**config.mk**
```make
export PLATFORM = sky130hd
export DESIGN_NAME = led_animation_sequencer_unit
export DESIGN_NICKNAME = d
export VERILOG_FILES = /design/src/hdl/las_pkg.sv /design/src/hdl/las_ram.sv /design/src/hdl/las_ctrl.sv /design/src/hdl/las_dp.sv /design/src/hdl/led_animation_sequencer_unit.sv
export SDC_FILE = /design/constraint.sdc
export NUM_CORES = 1
export LEC_CHECK = 0
export BUFFER_PORTS_ARGS = -buffer_cell sky130_fd_sc_hd__buf_2
export CORE_ASPECT_RATIO = 2
export CORE_MARGIN = 4
export CORE_UTILIZATION = 62
export CTS_CLUSTER_DIAMETER = 60
export DETAILED_ROUTE_END_ITERATION = 8
export PLACE_DENSITY = 0.77
export SETUP_SLACK_MARGIN = 0.15
export SLEW_MARGIN = 25
export SYNTH_ARGS = -nofsm -noshare
export SYNTH_HDL_FRONTEND = slang
export SYNTH_SLANG_ARGS = --single-unit
```
**constraint.sdc**
```tcl
create_clock -name clock -period 4.7 [get_ports clock]
set_input_delay 0.235 -clock clock [delete_from_list [all_inputs] [get_ports clock]]
set_output_delay 0.235 -clock clock [all_outputs]
set_load 0.05 [all_outputs]
```
**src/hdl/las_pkg.sv**
```systemverilog
// Shared types and constants of the LED animation sequencer.
// Used by las_ctrl, las_dp, led_animation_sequencer_unit and the verification files; depends on nothing.
package las_pkg;

   // Table size and derived widths.
   localparam int MaxSteps = 16;
   localparam int IdxW     = (MaxSteps > 1) ? $clog2(MaxSteps) : 1;
   localparam int CntW     = $clog2(MaxSteps + 1);

   // Field widths of the channels.
   localparam int CmdW      = 2;
   localparam int EntryIdxW = 4;
   localparam int AnimW     = 2;
   localparam int RateW     = 2;
   localparam int TargetW   = 3;
   localparam int DurW      = 16;
   localparam int PwmW      = 8;
   localparam int LedW      = 3;
   localparam int StepCntW  = 5;
   localparam int CsrIdxW   = 1;
   localparam int CsrDataW  = 5;

   // Level is 8.2 unsigned fixed point, counted in quarters.
   localparam int            LevelW    = 10;
   localparam logic [9:0]    LevelFull = 10'd1020;

   // Command codes.
   localparam logic [CmdW-1:0] CmdTick  = 2'd0;
   localparam logic [CmdW-1:0] CmdWrite = 2'd1;
   localparam logic [CmdW-1:0] CmdStart = 2'd2;

   // Animation codes.
   localparam logic [AnimW-1:0] AnimOn      = 2'd0;
   localparam logic [AnimW-1:0] AnimOff     = 2'd1;
   localparam logic [AnimW-1:0] AnimFadeIn  = 2'd2;
   localparam logic [AnimW-1:0] AnimFadeOut = 2'd3;

   // Target code that matches every LED.
   localparam logic [TargetW-1:0] TargetAny = 3'd5;

   // Register indexes of the configuration port.
   localparam logic [CsrIdxW-1:0] CsrLedIdentity = 1'd0;
   localparam logic [CsrIdxW-1:0] CsrStepCount   = 1'd1;

   // One input beat.
   typedef struct packed {
      logic [CmdW-1:0]      cmd;
      logic [EntryIdxW-1:0] entry_index;
      logic [AnimW-1:0]     entry_animation;
      logic [RateW-1:0]     entry_rate;
      logic [TargetW-1:0]   entry_target;
      logic                 entry_once;
      logic [DurW-1:0]      entry_duration;
   } req_type;

   // One result beat.
   typedef struct packed {
      logic [PwmW-1:0]      pwm_level;
      logic                 pwm_update;
      logic [EntryIdxW-1:0] entry_position;
      logic [AnimW-1:0]     animation_now;
   } rsp_type;

   // One step table entry.
   typedef struct packed {
      logic [DurW-1:0]    duration;
      logic               once;
      logic [TargetW-1:0] target;
      logic [RateW-1:0]   rate;
      logic [AnimW-1:0]   animation;
   } entry_type;

   localparam int EntryW = $bits(entry_type);

   // Source of the table read address.
   typedef enum logic [1:0] {
      ADDR_POS  = 2'd0,
      ADDR_ZERO = 2'd1,
      ADDR_CAND = 2'd2
   } addr_sel_type;

   // Commands from the controller to the datapath.
   typedef struct packed {
      logic         latch_req;
      logic         ram_we;
      addr_sel_type addr_sel;
      logic         do_start;
      logic         load_entry;
      logic         apply_tick;
      logic         tick_dec;
      logic         adv_empty;
      logic         scan_init;
      logic         scan_norm;
      logic         scan_next;
      logic         scan_done;
      logic         respond;
   } dp_cmd_type;

   // Status from the datapath to the controller.
   typedef struct packed {
      logic [CmdW-1:0] cmd;
      logic            started;
      logic            ticks_le1;
      logic            count_zero;
      logic            cand_ge_n;
      logic            scan_stop;
   } dp_stat_type;

endpackage

```
**src/hdl/las_ram.sv**
```systemverilog
// Generic single-port-write, single-port-read RAM with a registered read.
// Stand-alone; no package needed.
module las_ram #(
   parameter int Width = 8,
   parameter int Depth = 16
) (
   input  logic                                   clock,
   input  logic                                   we,
   input  logic [((Depth > 1) ? $clog2(Depth) : 1)-1:0] waddr,
   input  logic [Width-1:0]                       wdata,
   input  logic [((Depth > 1) ? $clog2(Depth) : 1)-1:0] raddr,
   output logic [Width-1:0]                       rdata
);

   logic [Width-1:0] mem [Depth];
   logic [Width-1:0] rdata_ff;

   // Write port and registered read port.
   always_ff @(posedge clock) begin
      if (we) begin
         mem[waddr] <= wdata;
      end
      rdata_ff <= mem[raddr];
   end

   assign rdata = rdata_ff;

endmodule

```
**src/hdl/las_ctrl.sv**
```systemverilog
// Controller state machine of the LED animation sequencer.
// Depends on las_pkg for the command and status structs and the codes.
module las_ctrl (
   input  logic                clock,
   input  logic                reset,
   input  logic                start,
   output logic                busy,
   input  las_pkg::dp_stat_type stat,
   output las_pkg::dp_cmd_type  ctl
);

   typedef enum logic [7:0] {
      S_IDLE   = 8'b0000_0001,
      S_DECODE = 8'b0000_0010,
      S_LOAD   = 8'b0000_0100,
      S_TAPPLY = 8'b0000_1000,
      S_NORM   = 8'b0001_0000,
      S_SRD    = 8'b0010_0000,
      S_SCHK   = 8'b0100_0000,
      S_RESP   = 8'b1000_0000
   } state_type;

   state_type state_ff;
   state_type state_in;

   assign busy = (state_ff != S_IDLE);

   // Next state and datapath commands.
   always_comb begin
      state_in     = state_ff;
      ctl          = '0;
      ctl.addr_sel = las_pkg::ADDR_POS;
      case (state_ff)
         S_IDLE: begin
            if (start) begin
               ctl.latch_req = 1'b1;
               state_in      = S_DECODE;
            end
         end
         S_DECODE: begin
            case (stat.cmd)
               las_pkg::CmdWrite: begin
                  ctl.ram_we = 1'b1;
                  state_in   = S_RESP;
               end
               las_pkg::CmdStart: begin
                  ctl.do_start = 1'b1;
                  ctl.addr_sel = las_pkg::ADDR_ZERO;
                  state_in     = S_LOAD;
               end
               las_pkg::CmdTick: begin
                  if (stat.started) begin
                     ctl.addr_sel = las_pkg::ADDR_POS;
                     state_in     = S_TAPPLY;
                  end else begin
                     state_in = S_RESP;
                  end
               end
               default: begin
                  state_in = S_RESP;
               end
            endcase
         end
         S_LOAD: begin
            ctl.load_entry = 1'b1;
            state_in       = S_RESP;
         end
         S_TAPPLY: begin
            ctl.apply_tick = 1'b1;
            if (!stat.ticks_le1) begin
               ctl.tick_dec = 1'b1;
               state_in     = S_RESP;
            end else if (stat.count_zero) begin
               ctl.adv_empty = 1'b1;
               state_in      = S_RESP;
            end else begin
               ctl.scan_init = 1'b1;
               state_in      = S_NORM;
            end
         end
         S_NORM: begin
            if (stat.cand_ge_n) begin
               ctl.scan_norm = 1'b1;
            end else begin
               state_in = S_SRD;
            end
         end
         S_SRD: begin
            ctl.addr_sel = las_pkg::ADDR_CAND;
            state_in     = S_SCHK;
         end
         S_SCHK: begin
            if (stat.scan_stop) begin
               ctl.scan_done = 1'b1;
               state_in      = S_RESP;
            end else begin
               ctl.scan_next = 1'b1;
               state_in      = S_SRD;
            end
         end
         S_RESP: begin
            ctl.respond = 1'b1;
            state_in    = S_IDLE;
         end
         default: begin
            state_in = S_IDLE;
         end
      endcase
   end

   // State register.
   always_ff @(posedge clock) begin
      if (reset) begin
         state_ff <= S_IDLE;
      end else begin
         state_ff <= state_in;
      end
   end

   // The scan check relies on the read address having been set in the table read state before it.
   a_schk_after_srd: assert property (@(posedge clock) disable iff (reset)
      state_ff == S_SCHK |-> $past(state_ff) == S_SRD)
      else $error("scan check without a preceding table read");

   // The table is written only for a write beat.
   a_we_only_write: assert property (@(posedge clock) disable iff (reset)
      ctl.ram_we |-> stat.cmd == las_pkg::CmdWrite)
      else $error("table write outside a write beat");

   // Exactly one state bit is set.
   a_state_onehot: assert property (@(posedge clock) disable iff (reset)
      $onehot(state_ff))
      else $error("state register is not one-hot");

endmodule

```
**src/hdl/las_dp.sv**
```systemverilog
// Datapath of the LED animation sequencer: step table, level, position and scan logic.
// Depends on las_pkg and instantiates las_ram for the step table.
module las_dp (
   input  logic                                  clock,
   input  logic                                  reset,
   input  las_pkg::dp_cmd_type                   ctl,
   output las_pkg::dp_stat_type                  stat,
   input  las_pkg::req_type                      req_data,
   input  logic                                  csr_we,
   input  logic [las_pkg::CsrIdxW-1:0]           csr_index,
   input  logic [las_pkg::CsrDataW-1:0]          csr_wdata,
   output logic                                  rsp_valid,
   output las_pkg::rsp_type                      rsp_data
);

   localparam las_pkg::entry_type DefaultEntry = '{
      duration:  '0,
      once:      1'b0,
      target:    '0,
      rate:      '0,
      animation: las_pkg::AnimOff
   };

   // Registers.
   las_pkg::req_type                req_ff;
   logic [las_pkg::LedW-1:0]        led_id_ff, led_id_in;
   logic [las_pkg::StepCntW-1:0]    step_cnt_ff, step_cnt_in;
   logic [las_pkg::IdxW-1:0]        position_ff, position_in;
   logic [las_pkg::LevelW-1:0]      level_ff, level_in;
   logic [las_pkg::AnimW-1:0]       cur_ff, cur_in;
   logic [las_pkg::AnimW-1:0]       prev_ff, prev_in;
   logic [las_pkg::DurW-1:0]        ticks_ff, ticks_in;
   logic                            started_ff, started_in;
   logic [las_pkg::PwmW-1:0]        pwm_ff, pwm_in;
   logic                            upd_ff, upd_in;
   logic [las_pkg::CntW-1:0]        cand_ff, cand_in;
   logic [las_pkg::IdxW-1:0]        origin_ff, origin_in;
   logic [las_pkg::IdxW-1:0]        iter_ff, iter_in;
   logic                            rsp_valid_ff, rsp_valid_in;
   las_pkg::rsp_type                rsp_ff, rsp_in;

   // Combinational helpers.
   logic [las_pkg::CntW-1:0]        count;
   logic [las_pkg::IdxW-1:0]        raddr;
   logic [las_pkg::EntryW-1:0]      ram_rdata;
   las_pkg::entry_type              rd_entry;
   las_pkg::entry_type              wr_entry;
   logic                            ram_we;
   logic                            for_this;
   logic                            pos_valid;
   las_pkg::entry_type              cur_entry;
   las_pkg::entry_type              scan_entry;
   logic [las_pkg::LevelW-1:0]      step;
   logic [las_pkg::LevelW:0]        level_sum;
   logic [las_pkg::LevelW-1:0]      tick_level;
   logic [las_pkg::AnimW-1:0]       tick_prev;
   logic [las_pkg::PwmW-1:0]        tick_pwm;
   logic                            tick_upd;
   logic [las_pkg::CntW-1:0]        cand_inc;

   // Entries in use: the step count saturated to the table depth.
   always_comb begin
      if (32'(step_cnt_ff) > las_pkg::MaxSteps) begin
         count = las_pkg::CntW'(las_pkg::MaxSteps);
      end else begin
         count = las_pkg::CntW'(step_cnt_ff);
      end
   end

   // Step table.
   always_comb begin
      case (ctl.addr_sel)
         las_pkg::ADDR_ZERO: raddr = '0;
         las_pkg::ADDR_CAND: raddr = las_pkg::IdxW'(cand_ff);
         default:            raddr = position_ff;
      endcase
   end

   assign wr_entry = '{
      duration:  req_ff.entry_duration,
      once:      req_ff.entry_once,
      target:    req_ff.entry_target,
      rate:      req_ff.entry_rate,
      animation: req_ff.entry_animation
   };
   assign ram_we = ctl.ram_we && (32'(req_ff.entry_index) < las_pkg::MaxSteps);

   las_ram #(
      .Width (las_pkg::EntryW),
      .Depth (las_pkg::MaxSteps)
   ) u_table (
      .clock (clock),
      .we    (ram_we),
      .waddr (las_pkg::IdxW'(req_ff.entry_index)),
      .wdata (wr_entry),
      .raddr (raddr),
      .rdata (ram_rdata)
   );

   assign rd_entry = las_pkg::entry_type'(ram_rdata);

   // Entry qualification: an entry for another LED or beyond the count acts as off.
   assign for_this   = (rd_entry.target == led_id_ff) || (rd_entry.target == las_pkg::TargetAny);
   assign pos_valid  = las_pkg::CntW'(position_ff) < count;
   assign cur_entry  = (pos_valid && for_this) ? rd_entry : DefaultEntry;
   assign scan_entry = for_this ? rd_entry : DefaultEntry;

   // Level update for one tick.
   assign step      = las_pkg::LevelW'(1) << cur_entry.rate;
   assign level_sum = {1'b0, level_ff} + {1'b0, step};

   always_comb begin
      tick_level = level_ff;
      tick_prev  = prev_ff;
      tick_pwm   = '0;
      tick_upd   = 1'b0;
      case (cur_ff)
         las_pkg::AnimOn: begin
            if (prev_ff != las_pkg::AnimOn) begin
               if (level_ff == '0) begin
                  tick_level = las_pkg::LevelFull;
               end
               tick_pwm  = tick_level[las_pkg::LevelW-1:2];
               tick_upd  = 1'b1;
               tick_prev = las_pkg::AnimOn;
            end
         end
         las_pkg::AnimOff: begin
            if (prev_ff != las_pkg::AnimOff) begin
               tick_upd  = 1'b1;
               tick_prev = las_pkg::AnimOff;
            end
         end
         las_pkg::AnimFadeIn: begin
            if (level_sum > {1'b0, las_pkg::LevelFull}) begin
               tick_level = las_pkg::LevelFull;
            end else begin
               tick_level = level_sum[las_pkg::LevelW-1:0];
            end
            tick_pwm  = tick_level[las_pkg::LevelW-1:2];
            tick_upd  = 1'b1;
            tick_prev = las_pkg::AnimFadeIn;
         end
         default: begin
            if (level_ff < step) begin
               tick_level = '0;
            end else begin
               tick_level = level_ff - step;
            end
            tick_pwm  = tick_level[las_pkg::LevelW-1:2];
            tick_upd  = 1'b1;
            tick_prev = las_pkg::AnimFadeOut;
         end
      endcase
   end

   // Next scan candidate wraps at the count.
   assign cand_inc = ((cand_ff + las_pkg::CntW'(1)) == count) ? '0 : cand_ff + las_pkg::CntW'(1);

   // Status toward the controller.
   assign stat.cmd        = req_ff.cmd;
   assign stat.started    = started_ff;
   assign stat.ticks_le1  = ticks_ff <= las_pkg::DurW'(1);
   assign stat.count_zero = count == '0;
   assign stat.cand_ge_n  = cand_ff >= count;
   assign stat.scan_stop  = (for_this && !rd_entry.once)
                            || (las_pkg::IdxW'(cand_ff) == origin_ff)
                            || (las_pkg::CntW'(iter_ff) == count - las_pkg::CntW'(1));

   // Next-state logic of the datapath registers.
   always_comb begin
      led_id_in    = led_id_ff;
      step_cnt_in  = step_cnt_ff;
      position_in  = position_ff;
      level_in     = level_ff;
      cur_in       = cur_ff;
      prev_in      = prev_ff;
      ticks_in     = ticks_ff;
      started_in   = started_ff;
      pwm_in       = pwm_ff;
      upd_in       = upd_ff;
      cand_in      = cand_ff;
      origin_in    = origin_ff;
      iter_in      = iter_ff;
      rsp_valid_in = 1'b0;
      rsp_in       = rsp_ff;

      // Configuration writes.
      if (csr_we) begin
         case (csr_index)
            las_pkg::CsrLedIdentity: led_id_in   = las_pkg::LedW'(csr_wdata);
            las_pkg::CsrStepCount:   step_cnt_in = las_pkg::StepCntW'(csr_wdata);
            default: begin
            end
         endcase
      end

      // A new beat starts with no level written.
      if (ctl.latch_req) begin
         pwm_in = '0;
         upd_in = 1'b0;
      end

      // Sequence restart at entry zero.
      if (ctl.do_start) begin
         position_in = '0;
         level_in    = '0;
         started_in  = 1'b1;
      end
      if (ctl.load_entry) begin
         cur_in   = cur_entry.animation;
         ticks_in = cur_entry.duration;
      end

      // Tick: apply the animation, then count down or advance.
      if (ctl.apply_tick) begin
         level_in = tick_level;
         prev_in  = tick_prev;
         pwm_in   = tick_pwm;
         upd_in   = tick_upd;
      end
      if (ctl.tick_dec) begin
         ticks_in = ticks_ff - las_pkg::DurW'(1);
      end
      if (ctl.adv_empty) begin
         position_in = '0;
         prev_in     = cur_ff;
         cur_in      = las_pkg::AnimOff;
         ticks_in    = '0;
      end

      // Advance scan over the table.
      if (ctl.scan_init) begin
         cand_in   = las_pkg::CntW'(position_ff) + las_pkg::CntW'(1);
         origin_in = position_ff;
         iter_in   = '0;
      end
      if (ctl.scan_norm) begin
         cand_in = cand_ff - count;
      end
      if (ctl.scan_next) begin
         cand_in = cand_inc;
         iter_in = iter_ff + las_pkg::IdxW'(1);
      end
      if (ctl.scan_done) begin
         position_in = las_pkg::IdxW'(cand_ff);
         prev_in     = cur_ff;
         cur_in      = scan_entry.animation;
         ticks_in    = scan_entry.duration;
      end

      // Result beat.
      if (ctl.respond) begin
         rsp_valid_in = 1'b1;
         rsp_in       = '{
            pwm_level:      pwm_ff,
            pwm_update:     upd_ff,
            entry_position: las_pkg::EntryIdxW'(position_ff),
            animation_now:  cur_ff
         };
      end
   end

   // Control and sequence state.
   always_ff @(posedge clock) begin
      if (reset) begin
         led_id_ff    <= '0;
         step_cnt_ff  <= las_pkg::StepCntW'(1);
         position_ff  <= '0;
         level_ff     <= '0;
         cur_ff       <= las_pkg::AnimOff;
         prev_ff      <= las_pkg::AnimOff;
         ticks_ff     <= '0;
         started_ff   <= 1'b0;
         rsp_valid_ff <= 1'b0;
      end else begin
         led_id_ff    <= led_id_in;
         step_cnt_ff  <= step_cnt_in;
         position_ff  <= position_in;
         level_ff     <= level_in;
         cur_ff       <= cur_in;
         prev_ff      <= prev_in;
         ticks_ff     <= ticks_in;
         started_ff   <= started_in;
         rsp_valid_ff <= rsp_valid_in;
      end
   end

   // Payload registers.
   always_ff @(posedge clock) begin
      if (ctl.latch_req) begin
         req_ff <= req_data;
      end
      pwm_ff    <= pwm_in;
      upd_ff    <= upd_in;
      cand_ff   <= cand_in;
      origin_ff <= origin_in;
      iter_ff   <= iter_in;
      rsp_ff    <= rsp_in;
   end

   assign rsp_valid = rsp_valid_ff;
   assign rsp_data  = rsp_ff;

   // The level stays within full scale.
   a_level_range: assert property (@(posedge clock) disable iff (reset)
      level_ff <= las_pkg::LevelFull)
      else $error("level above full scale");

   // A result beat lasts a single cycle.
   a_rsp_single: assert property (@(posedge clock) disable iff (reset)
      rsp_valid_ff |=> !rsp_valid_ff)
      else $error("result strobe held for more than one cycle");

   // The scan only inspects candidates inside the count.
   a_cand_range: assert property (@(posedge clock) disable iff (reset)
      (ctl.scan_next || ctl.scan_done) |-> cand_ff < count)
      else $error("scan candidate beyond the entries in use");

endmodule

```
**src/hdl/led_animation_sequencer_unit.sv**
```systemverilog
// Top level of the LED animation sequencer: controller plus datapath.
// Depends on las_pkg, las_ctrl, las_dp and (through las_dp) las_ram.
//
// Usage:
//  - Input beats: drive req_data and raise start; a beat is taken at a rising edge
//    with start high and busy low. cmd selects tick, table write or sequence start.
//  - Result beats: exactly one per input beat, shown on rsp_data for one cycle with
//    rsp_valid high. The receiver cannot stall; results must be taken as they come.
//  - Configuration: csr_we, csr_index and csr_wdata write led_identity (index 0) or
//    step_count (index 1); write them only while the block is idle.
//  - Steps: a write, an unused command or a tick before the first start goes from
//    decode straight to the result; a start first loads entry zero. A tick applies
//    its animation and then counts down, or falls back to off at entry zero when no
//    entries are in use; otherwise the advance scan subtracts the count from the
//    candidate while it lies at or beyond the count (up to 16 times), then reads and
//    checks one table entry at a time until the scan stops.
//  - Throughput: one beat at a time; busy is high from acceptance until the result
//    is issued, and the next beat may be accepted in the cycle the result is shown.
//  - Reset: synchronous, active high; clears position, level, animations and the
//    started flag and restores the register defaults. The step table is not cleared.
module led_animation_sequencer_unit (
   input  logic                          clock,
   input  logic                          reset,
   input  logic                          start,
   output logic                          busy,
   input  las_pkg::req_type              req_data,
   output logic                          rsp_valid,
   output las_pkg::rsp_type              rsp_data,
   input  logic                          csr_we,
   input  logic [las_pkg::CsrIdxW-1:0]   csr_index,
   input  logic [las_pkg::CsrDataW-1:0]  csr_wdata
);

   las_pkg::dp_cmd_type  ctl;
   las_pkg::dp_stat_type stat;

   // Sequencing control.
   las_ctrl u_ctrl (
      .clock (clock),
      .reset (reset),
      .start (start),
      .busy  (busy),
      .stat  (stat),
      .ctl   (ctl)
   );

   // Table, level and position datapath.
   las_dp u_dp (
      .clock     (clock),
      .reset     (reset),
      .ctl       (ctl),
      .stat      (stat),
      .req_data  (req_data),
      .csr_we    (csr_we),
      .csr_index (csr_index),
      .csr_wdata (csr_wdata),
      .rsp_valid (rsp_valid),
      .rsp_data  (rsp_data)
   );

endmodule

```
### Word-level counts from Yosys, hierarchy flattened

Memory sizes are Yosys's and may differ from the RTL's. A register that Yosys moved wholly into a read port is not among the register bits.
Index checks and enable logic that the tools add are counted.
Widths: inputs -> output; s select.

* bits in writable memories: 384
* input bits: 40
* output and inout bits: 17
* memories kept: 1
* register bits after elaboration: 119
* word-level logic and storage cells: 170

Memory list
* u_dp.u_table.mem: depth 16, bits a word 24, rd ports 1, clocked after memory_dff 1, write ports 1, line las_ram.sv:15 `logic [Width-1:0] mem [Depth];`

* magnitude comparators: 6
* equality and inequality tests: 28
* reduce and logical (&&, ||, !) cells: 25
* $add $sub $neg: 8
* mux-type cells: 73
* bitwise gates (word level): 1
* shift operators: 1

Operators by type and width (number)
* $mux 8: 9
* $mux 16: 4
* $mux 10: 6
* $pmux 8 s7: 1
* $mux 24: 2
* $pmux 10 s3: 1
* $mux 5: 5
* $mux 4: 6
* $pmux 8 s3: 1
* $mux 1: 23
* $mux 2: 10
* $le 16x1->1 const B: 1
* $pmux 8 s2: 1
* $sub 16x1->16 const B: 1
* $reduce_bool 3->1: 4
* $add 10x10->11: 1
* $gt 11x10->1 const B: 1
* $logic_not 10->1: 1
* $lt 10x10->1: 1
* $shl 1x2->10 const A: 1
* $sub 10x10->10: 1
* $eq 8x1->1 const B: 1
* $eq 8x2->1 const B: 1
* $eq 8x3->1 const B: 1
* other kinds (40): 58

### Depth between registers and ports, before layout

* depth after elaboration: 11
* gate-level depth with buffers: 19

### Hierarchy

Synthesis repeated with hierarchy kept, for this count alone.

* cells, all modules: 1332
* area, all modules: 21614.5 sq um

By module, submodules not included
* las_ram: cells an instance 636, times used 1, area an instance 14930.6 sq um
* las_dp: cells an instance 626, times used 1, area an instance 6124.6 sq um
* las_ctrl: cells an instance 70, times used 1, area an instance 559.3 sq um

### Worst setup path after synthesis

OpenSTA, ideal clock, no wires.

* path kind: register to register
* from: reg u_dp.step_cnt_ff[4] in the netlist's numbering
* to: reg u_dp.pwm_ff[7] in the netlist's numbering (data pin)
* setup slack: 0.581 ns
* stages on the path, launching flop included: 18
* data arrival time: 3.864 ns
* path buffers: 1
* setup time: 0.255 ns
* data required time: 4.445 ns
* path through: dfxtp_1 clkbuf_1 inv_1 nand2_1 ha_1 a21o_1 a211o_1 a21oi_1 nand2_1 or2_2 fa_1 a21o_1 a21oi_1 nand2b_1 nor3_1 nor3_1 a211o_1 and3_1

* word-level cells in the longest chain between the ends: 11
* elaborated cells between the ends (all ways): 14

Ends and longest elaborated chain
* from (decl): line las_dp.sv:27 `logic [las_pkg::StepCntW-1:0] step_cnt_ff, step_cnt_in;`
* from (signal assigned): line las_dp.sv:268 `step_cnt_ff <= las_pkg::StepCntW'(1);`
* from (signal assigned): line las_dp.sv:278 `step_cnt_ff <= step_cnt_in;`
* $gt 5x5->1: line las_dp.sv:63 `if (32'(step_cnt_ff) > las_pkg::MaxSteps) begin`
* $mux 5 *: line las_dp.sv:63
* $lt 4x5->1 *: line las_dp.sv:104 `assign pos_valid = las_pkg::CntW'(position_ff) < count;`
* $logic_and 1x1->1 *: line las_dp.sv:105 `assign cur_entry = (pos_valid && for_this) ? rd_entry : DefaultEntry;`
* $mux 24 *: line las_dp.sv:105
* $shl 1x2->10 *: line las_dp.sv:109 `assign step = las_pkg::LevelW'(1) << cur_entry.rate;`
* $add 10x10->11: line las_dp.sv:110 `assign level_sum = {1'b0, level_ff} + {1'b0, step};`
* $gt 11x10->1: line las_dp.sv:135 `if (level_sum > {1'b0, las_pkg::LevelFull}) begin`
* $mux 10: line las_dp.sv:135
* $pmux 8 s3 *: line las_dp.sv:117 `case (cur_ff)`
* $mux 8 *: line las_dp.sv:216 `if (ctl.apply_tick) begin`
* to (signal assigned): line las_dp.sv:294 `pwm_ff <= pwm_in;`
* to (decl): line las_dp.sv:34 `logic [las_pkg::PwmW-1:0] pwm_ff, pwm_in;`

Every way passes the cells marked *; elsewhere a longest branch is shown, timed or not.
A chain may end at the register's enable or synchronous reset.

### Worst setup path in the final report

* from: reg u_ctrl.state_ff[3]
* to: reg u_dp.u_table.rdata_ff[23] (netlist: u_dp.u_table.rdata[23]) (read register of u_dp.u_table.mem)

* word-level cells in the longest chain between the ends: 4
* elaborated cells between the ends (all ways): 6

Ends and longest elaborated chain
* from (decl): line las_ctrl.sv:23 `state_type state_ff;`
* from (signal assigned): line las_ctrl.sv:116 `state_ff <= state_in;`
* $eq 8x6->1 / $eq 8x2->1 (equally long branches): line las_ctrl.sv:33 `case (state_ff)`
* $pmux 2 s2 *: line las_ctrl.sv:33
* $eq 2x2->1 / $eq 2x1->1 (equally long branches): line las_dp.sv:72 `case (ctl.addr_sel)`
* $pmux 4 s2 *: line las_dp.sv:72
* to (decl): line las_ram.sv:16 `logic [Width-1:0] rdata_ff;`

Marked as above.

==> impl_metrics.tcl <==
set metrics [dict create \
    synth_compound_area_share_pct 6.65 \
    avgViaCountPerCell 6.47 \
    synthCells 1364 \
    critPathLaunchType "flip-flop" \
    grt.total_usage_pct 26.9 \
    ys_warn_count 0 \
    leakagePower_nw 8.50 \
    crit_arrival_ns 4.71 \
    n_antenna_cell 0 \
    synth_nets 1431 \
    drtAntennaViolNets 0 \
    layout_min_cycle_time_ns 4.28 \
    wl_um 50400 \
    endpoint_kind "flip-flop" \
    tritoncts "built" \
    peakVddDrop_uv 400 \
    cp_cell_sequence "nor4_1 > nand4b_1 > nor2_1 > and2_1 > inv_1 > ha_1 > o21ai_4 > buf_12 > buf_4 > mux4_2 > a211oi_1 > a31oi_1" \
    ys_seq_elements 527 \
    drive_gt1_share_pct 21.2 \
    async_reset_ff_share_pct 0 \
    synth-xor-area-share_pct 1.54 \
    yosys.area_share.simple_pct 8.12 \
    initial_utilization_pct 62.8 \
    drc 0 \
    dpl.hpwl_um 30500 \
    grt_pass1_wl_um 77900 \
    hold_class "primary input to flip-flop" \
    hold_violations 0 \
    coreArea_um2 34400 \
    overflow 0 \
    fin_cells 1986 \
    fp.dieW_um 140 \
    setup-tns-final_ns 0 \
    drt-initial-drc-count 1319 \
    num_io_pins 57 \
    critPathRequiredTime_ns 5.12 \
    final_net_count 1576 \
    numCtsBuffers 45 \
    fin_ws_ns 0.418 \
    gp_congestion 0.903 \
    synth_edf_count 451 \
    clock_latency_ns 0.57 \
    num_vias 12844 \
    synthMuxAreaShare_pct 10.6 \
    grt_pass1_vias 13302 \
    slew_violations 0 \
    io_buffer_count 56 \
    numClockSinks 527 \
    first_pass_iters 5 \
    max_freq_mhz 234 \
    grt_max_degree 46 \
    rsz0062_at_grt "true" \
    syn-cell-area_um2 21600 \
    clkTransAtPathRegs_ns 0.07 \
    post_synth.cell_area_avg_um2 15.8 \
    powerDensity_nw_per_um2 375 \
    mostFrequentLayoutCell "edfxtp_1" \
    num_rows 96 \
    fin_area_um2 24900 \
    yosysUniqueCellTypes 70 \
    critical_path_class "flip-flop to flip-flop" \
    layout_common_cells "edfxtp_1 (451), nand2_1 (101), mux4_2 (96)" \
    worst_path_max_delay_cell "o21ai_4" \
    dpl_cell_area_um2 22900 \
    slowest_delay_ns 0.69 \
    worst_pin_slew_ns 0.932 \
    relSlewSlack_pct 37.4 \
    wl_per_cell_um 25.4 \
    dp_cells 1861 \
    die_h_um 272 \
    crit_path_max_fanout 44 \
    max-clock-path-buffers 3 \
    place_ws_ns 0.353 \
    htree_levels 2 \
    die_area_um2 38100 \
    fin_crit_sh_pct 91.1 \
    antenna_found_initial 0 \
    synth_top_family_by_area "multiplexers" \
    clock_skew_ns 0.0166 \
    ys_seq_area_share_pct 69.8 \
    syn_to_final_growth_pct 15.2 \
    synth_fa_ha_area_share_pct 1.67 \
    cap_violations 0 \
    fillers 2128 \
    status "finished, final reports clean" \
    setup_viol 0 \
    cts_root_buffer "clkbuf_16" \
    synth-main-ff-cell "edfxtp_1" \
]
-- per-stage QoR --
stage | hold WS [ns] | power [W] | utilization [%]
final | 0.0295 | 0.00932 | 72.4
after global routing | 0.0523 | 0.00960 | 72.4
after CTS | 0.0125 | 0.00935 | 72.3
after detailed placement | 0.408 | 0.00548 | 66.6
after global placement | 0.405 | 0.00546 | 66.6
after floorplan | 0.334 | 0.00538 | -
-- where the power goes --
group / switching, W / internal [W] / leakage, nW / total [W]
Sequential: 0.0000824 / 0.00514 / 4.71 / 0.00522
Clock: 0.00169 / 0.00223 / 0.758 / 0.00392
Combinational: 0.000109 / 0.0000754 / 3.03 / 0.000184
Total: 0.00188 / 0.00744 / 8.50 / 0.00932
-- kinds of logic (layout without fill, tap and decap cells) --
group | Yosys count | in the layout
and+or+nand+nor | 356 | 356
adders and majority gates | 27 | 27
muxes | 108 | 108
AOI/OAI and AO/OA | 213 | 213
DFF | 527 | 527
buffers and inverters | 95 | 276
xor gates and xnor gates | 38 | 38
-- path summary, 6_finish.rpt --
check | endpoint | slack (ns) | depth (start not counted) | startpoint
worst max register to register | u_dp.u_table.rdata[23] | 0.42 | 12 | u_ctrl.state_ff[3]
worst max-delay path | u_dp.u_table.rdata[23] | 0.42 | 12 | u_ctrl.state_ff[3]
worst min-delay path | u_dp.step_cnt_ff[2] | 0.03 | 3 | csr_index
worst min register to register | u_dp.rsp_data[13] | 0.42 | 0 | u_dp.pwm_ff[6]
-- routing by layer --
metal	share of wire, %	track usage, %
met3	6.1	3.34
met4	4.5	11.7
met1	35	31.8
met5	0	0
met2	55	49.1
-- synth_stat cells (3+ instances only) --
cell / n / area (um2)
mux2i_1: 12 / 120
xor2_1: 25 / 219
o21ai_1: 3 / 15.0
or3_1: 7 / 43.8
and3_1: 9 / 56.3
a21oi_1: 42 / 210
o21bai_1: 5 / 37.5
o21a_1: 8 / 60.1
a311oi_1: 5 / 43.8
nand2b_1: 14 / 87.6
o21ai_0: 24 / 120
clkbuf_1: 47 / 176
nand3b_1: 5 / 37.5
a22o_1: 3 / 26.3
nand3_1: 23 / 115
and2_1: 25 / 156
o2bb2ai_1: 6 / 52.6
nand2_1: 101 / 379
a211oi_1: 40 / 300
fa_1: 3 / 60.1
a21o_1: 13 / 97.6
nor2b_1: 10 / 62.6
or4_1: 7 / 52.6
buf_1: 10 / 37.5
xnor2_1: 13 / 114
buf_2: 4 / 20.0
nor3b_1: 6 / 45.0
a31oi_1: 29 / 181
ha_1: 24 / 300
a22oi_1: 5 / 37.5
o31ai_1: 4 / 30.0
dfxtp_1: 76 / 1520
mux4_2: 96 / 2160
nor4_1: 10 / 62.6
inv_1: 34 / 128
a21boi_0: 3 / 22.5
nor3_1: 34 / 170
edfxtp_1: 451 / 13500
nor2_1: 87 / 327
-- registers in the layout, indices dropped and copies added (netlist names) --
register            cells
u_dp.rsp_valid          1
u_dp.u_table.rdata     24
u_dp.u_table.mem      384
u_dp.led_id_ff          3
u_dp.ticks_ff          16
u_dp.cur_ff             2
u_dp.step_cnt_ff        5
u_dp.rsp_data          15
u_dp.level_ff          10
u_dp.upd_ff             1
u_dp.origin_ff          4
u_dp.stat               2
u_dp.prev_ff            2
u_dp.pwm_ff             8
u_dp.cand_ff            5
u_dp.started_ff         1
u_ctrl.state_ff         8
u_dp.req_ff            28
u_dp.position_ff        4
u_dp.iter_ff            4
-- worst max-delay path: cells and delay by family (launching register included) --
| kind | cells | cell delay [ns] |
|---|---|---|
| compound gates | 3 | 1.10 |
| simple gates | 4 | 1.04 |
| buf+inv | 3 | 0.73 |
| fa+ha+maj | 1 | 0.53 |
| flops | 1 | 0.38 |
| mux | 1 | 0.31 |
-- layout make-up --
class / instances / area, um2 / share of cell area [%]
inverters: 34 / 128 / 0.513
clock buffers: 49 / 1140 / 4.59
clock inverters: 34 / 413 / 1.66
repair buffers: 159 / 1260 / 5.08
multi-input cells: 742 / 6310 / 25.4
well taps: 441 / 552 / 2.22
flip-flops and latches: 527 / 15100 / 60.6
-- timing repair --
item / in CTS / in global routing
hold endpoints to repair: 38 / 0
setup endpoints to repair: 0 / 21
hold buffers: 39 / 0
gates resized for setup: 0 / 2
buffers inserted: 0 / 3
No activity file was read; power rests on OpenSTA's default activity.
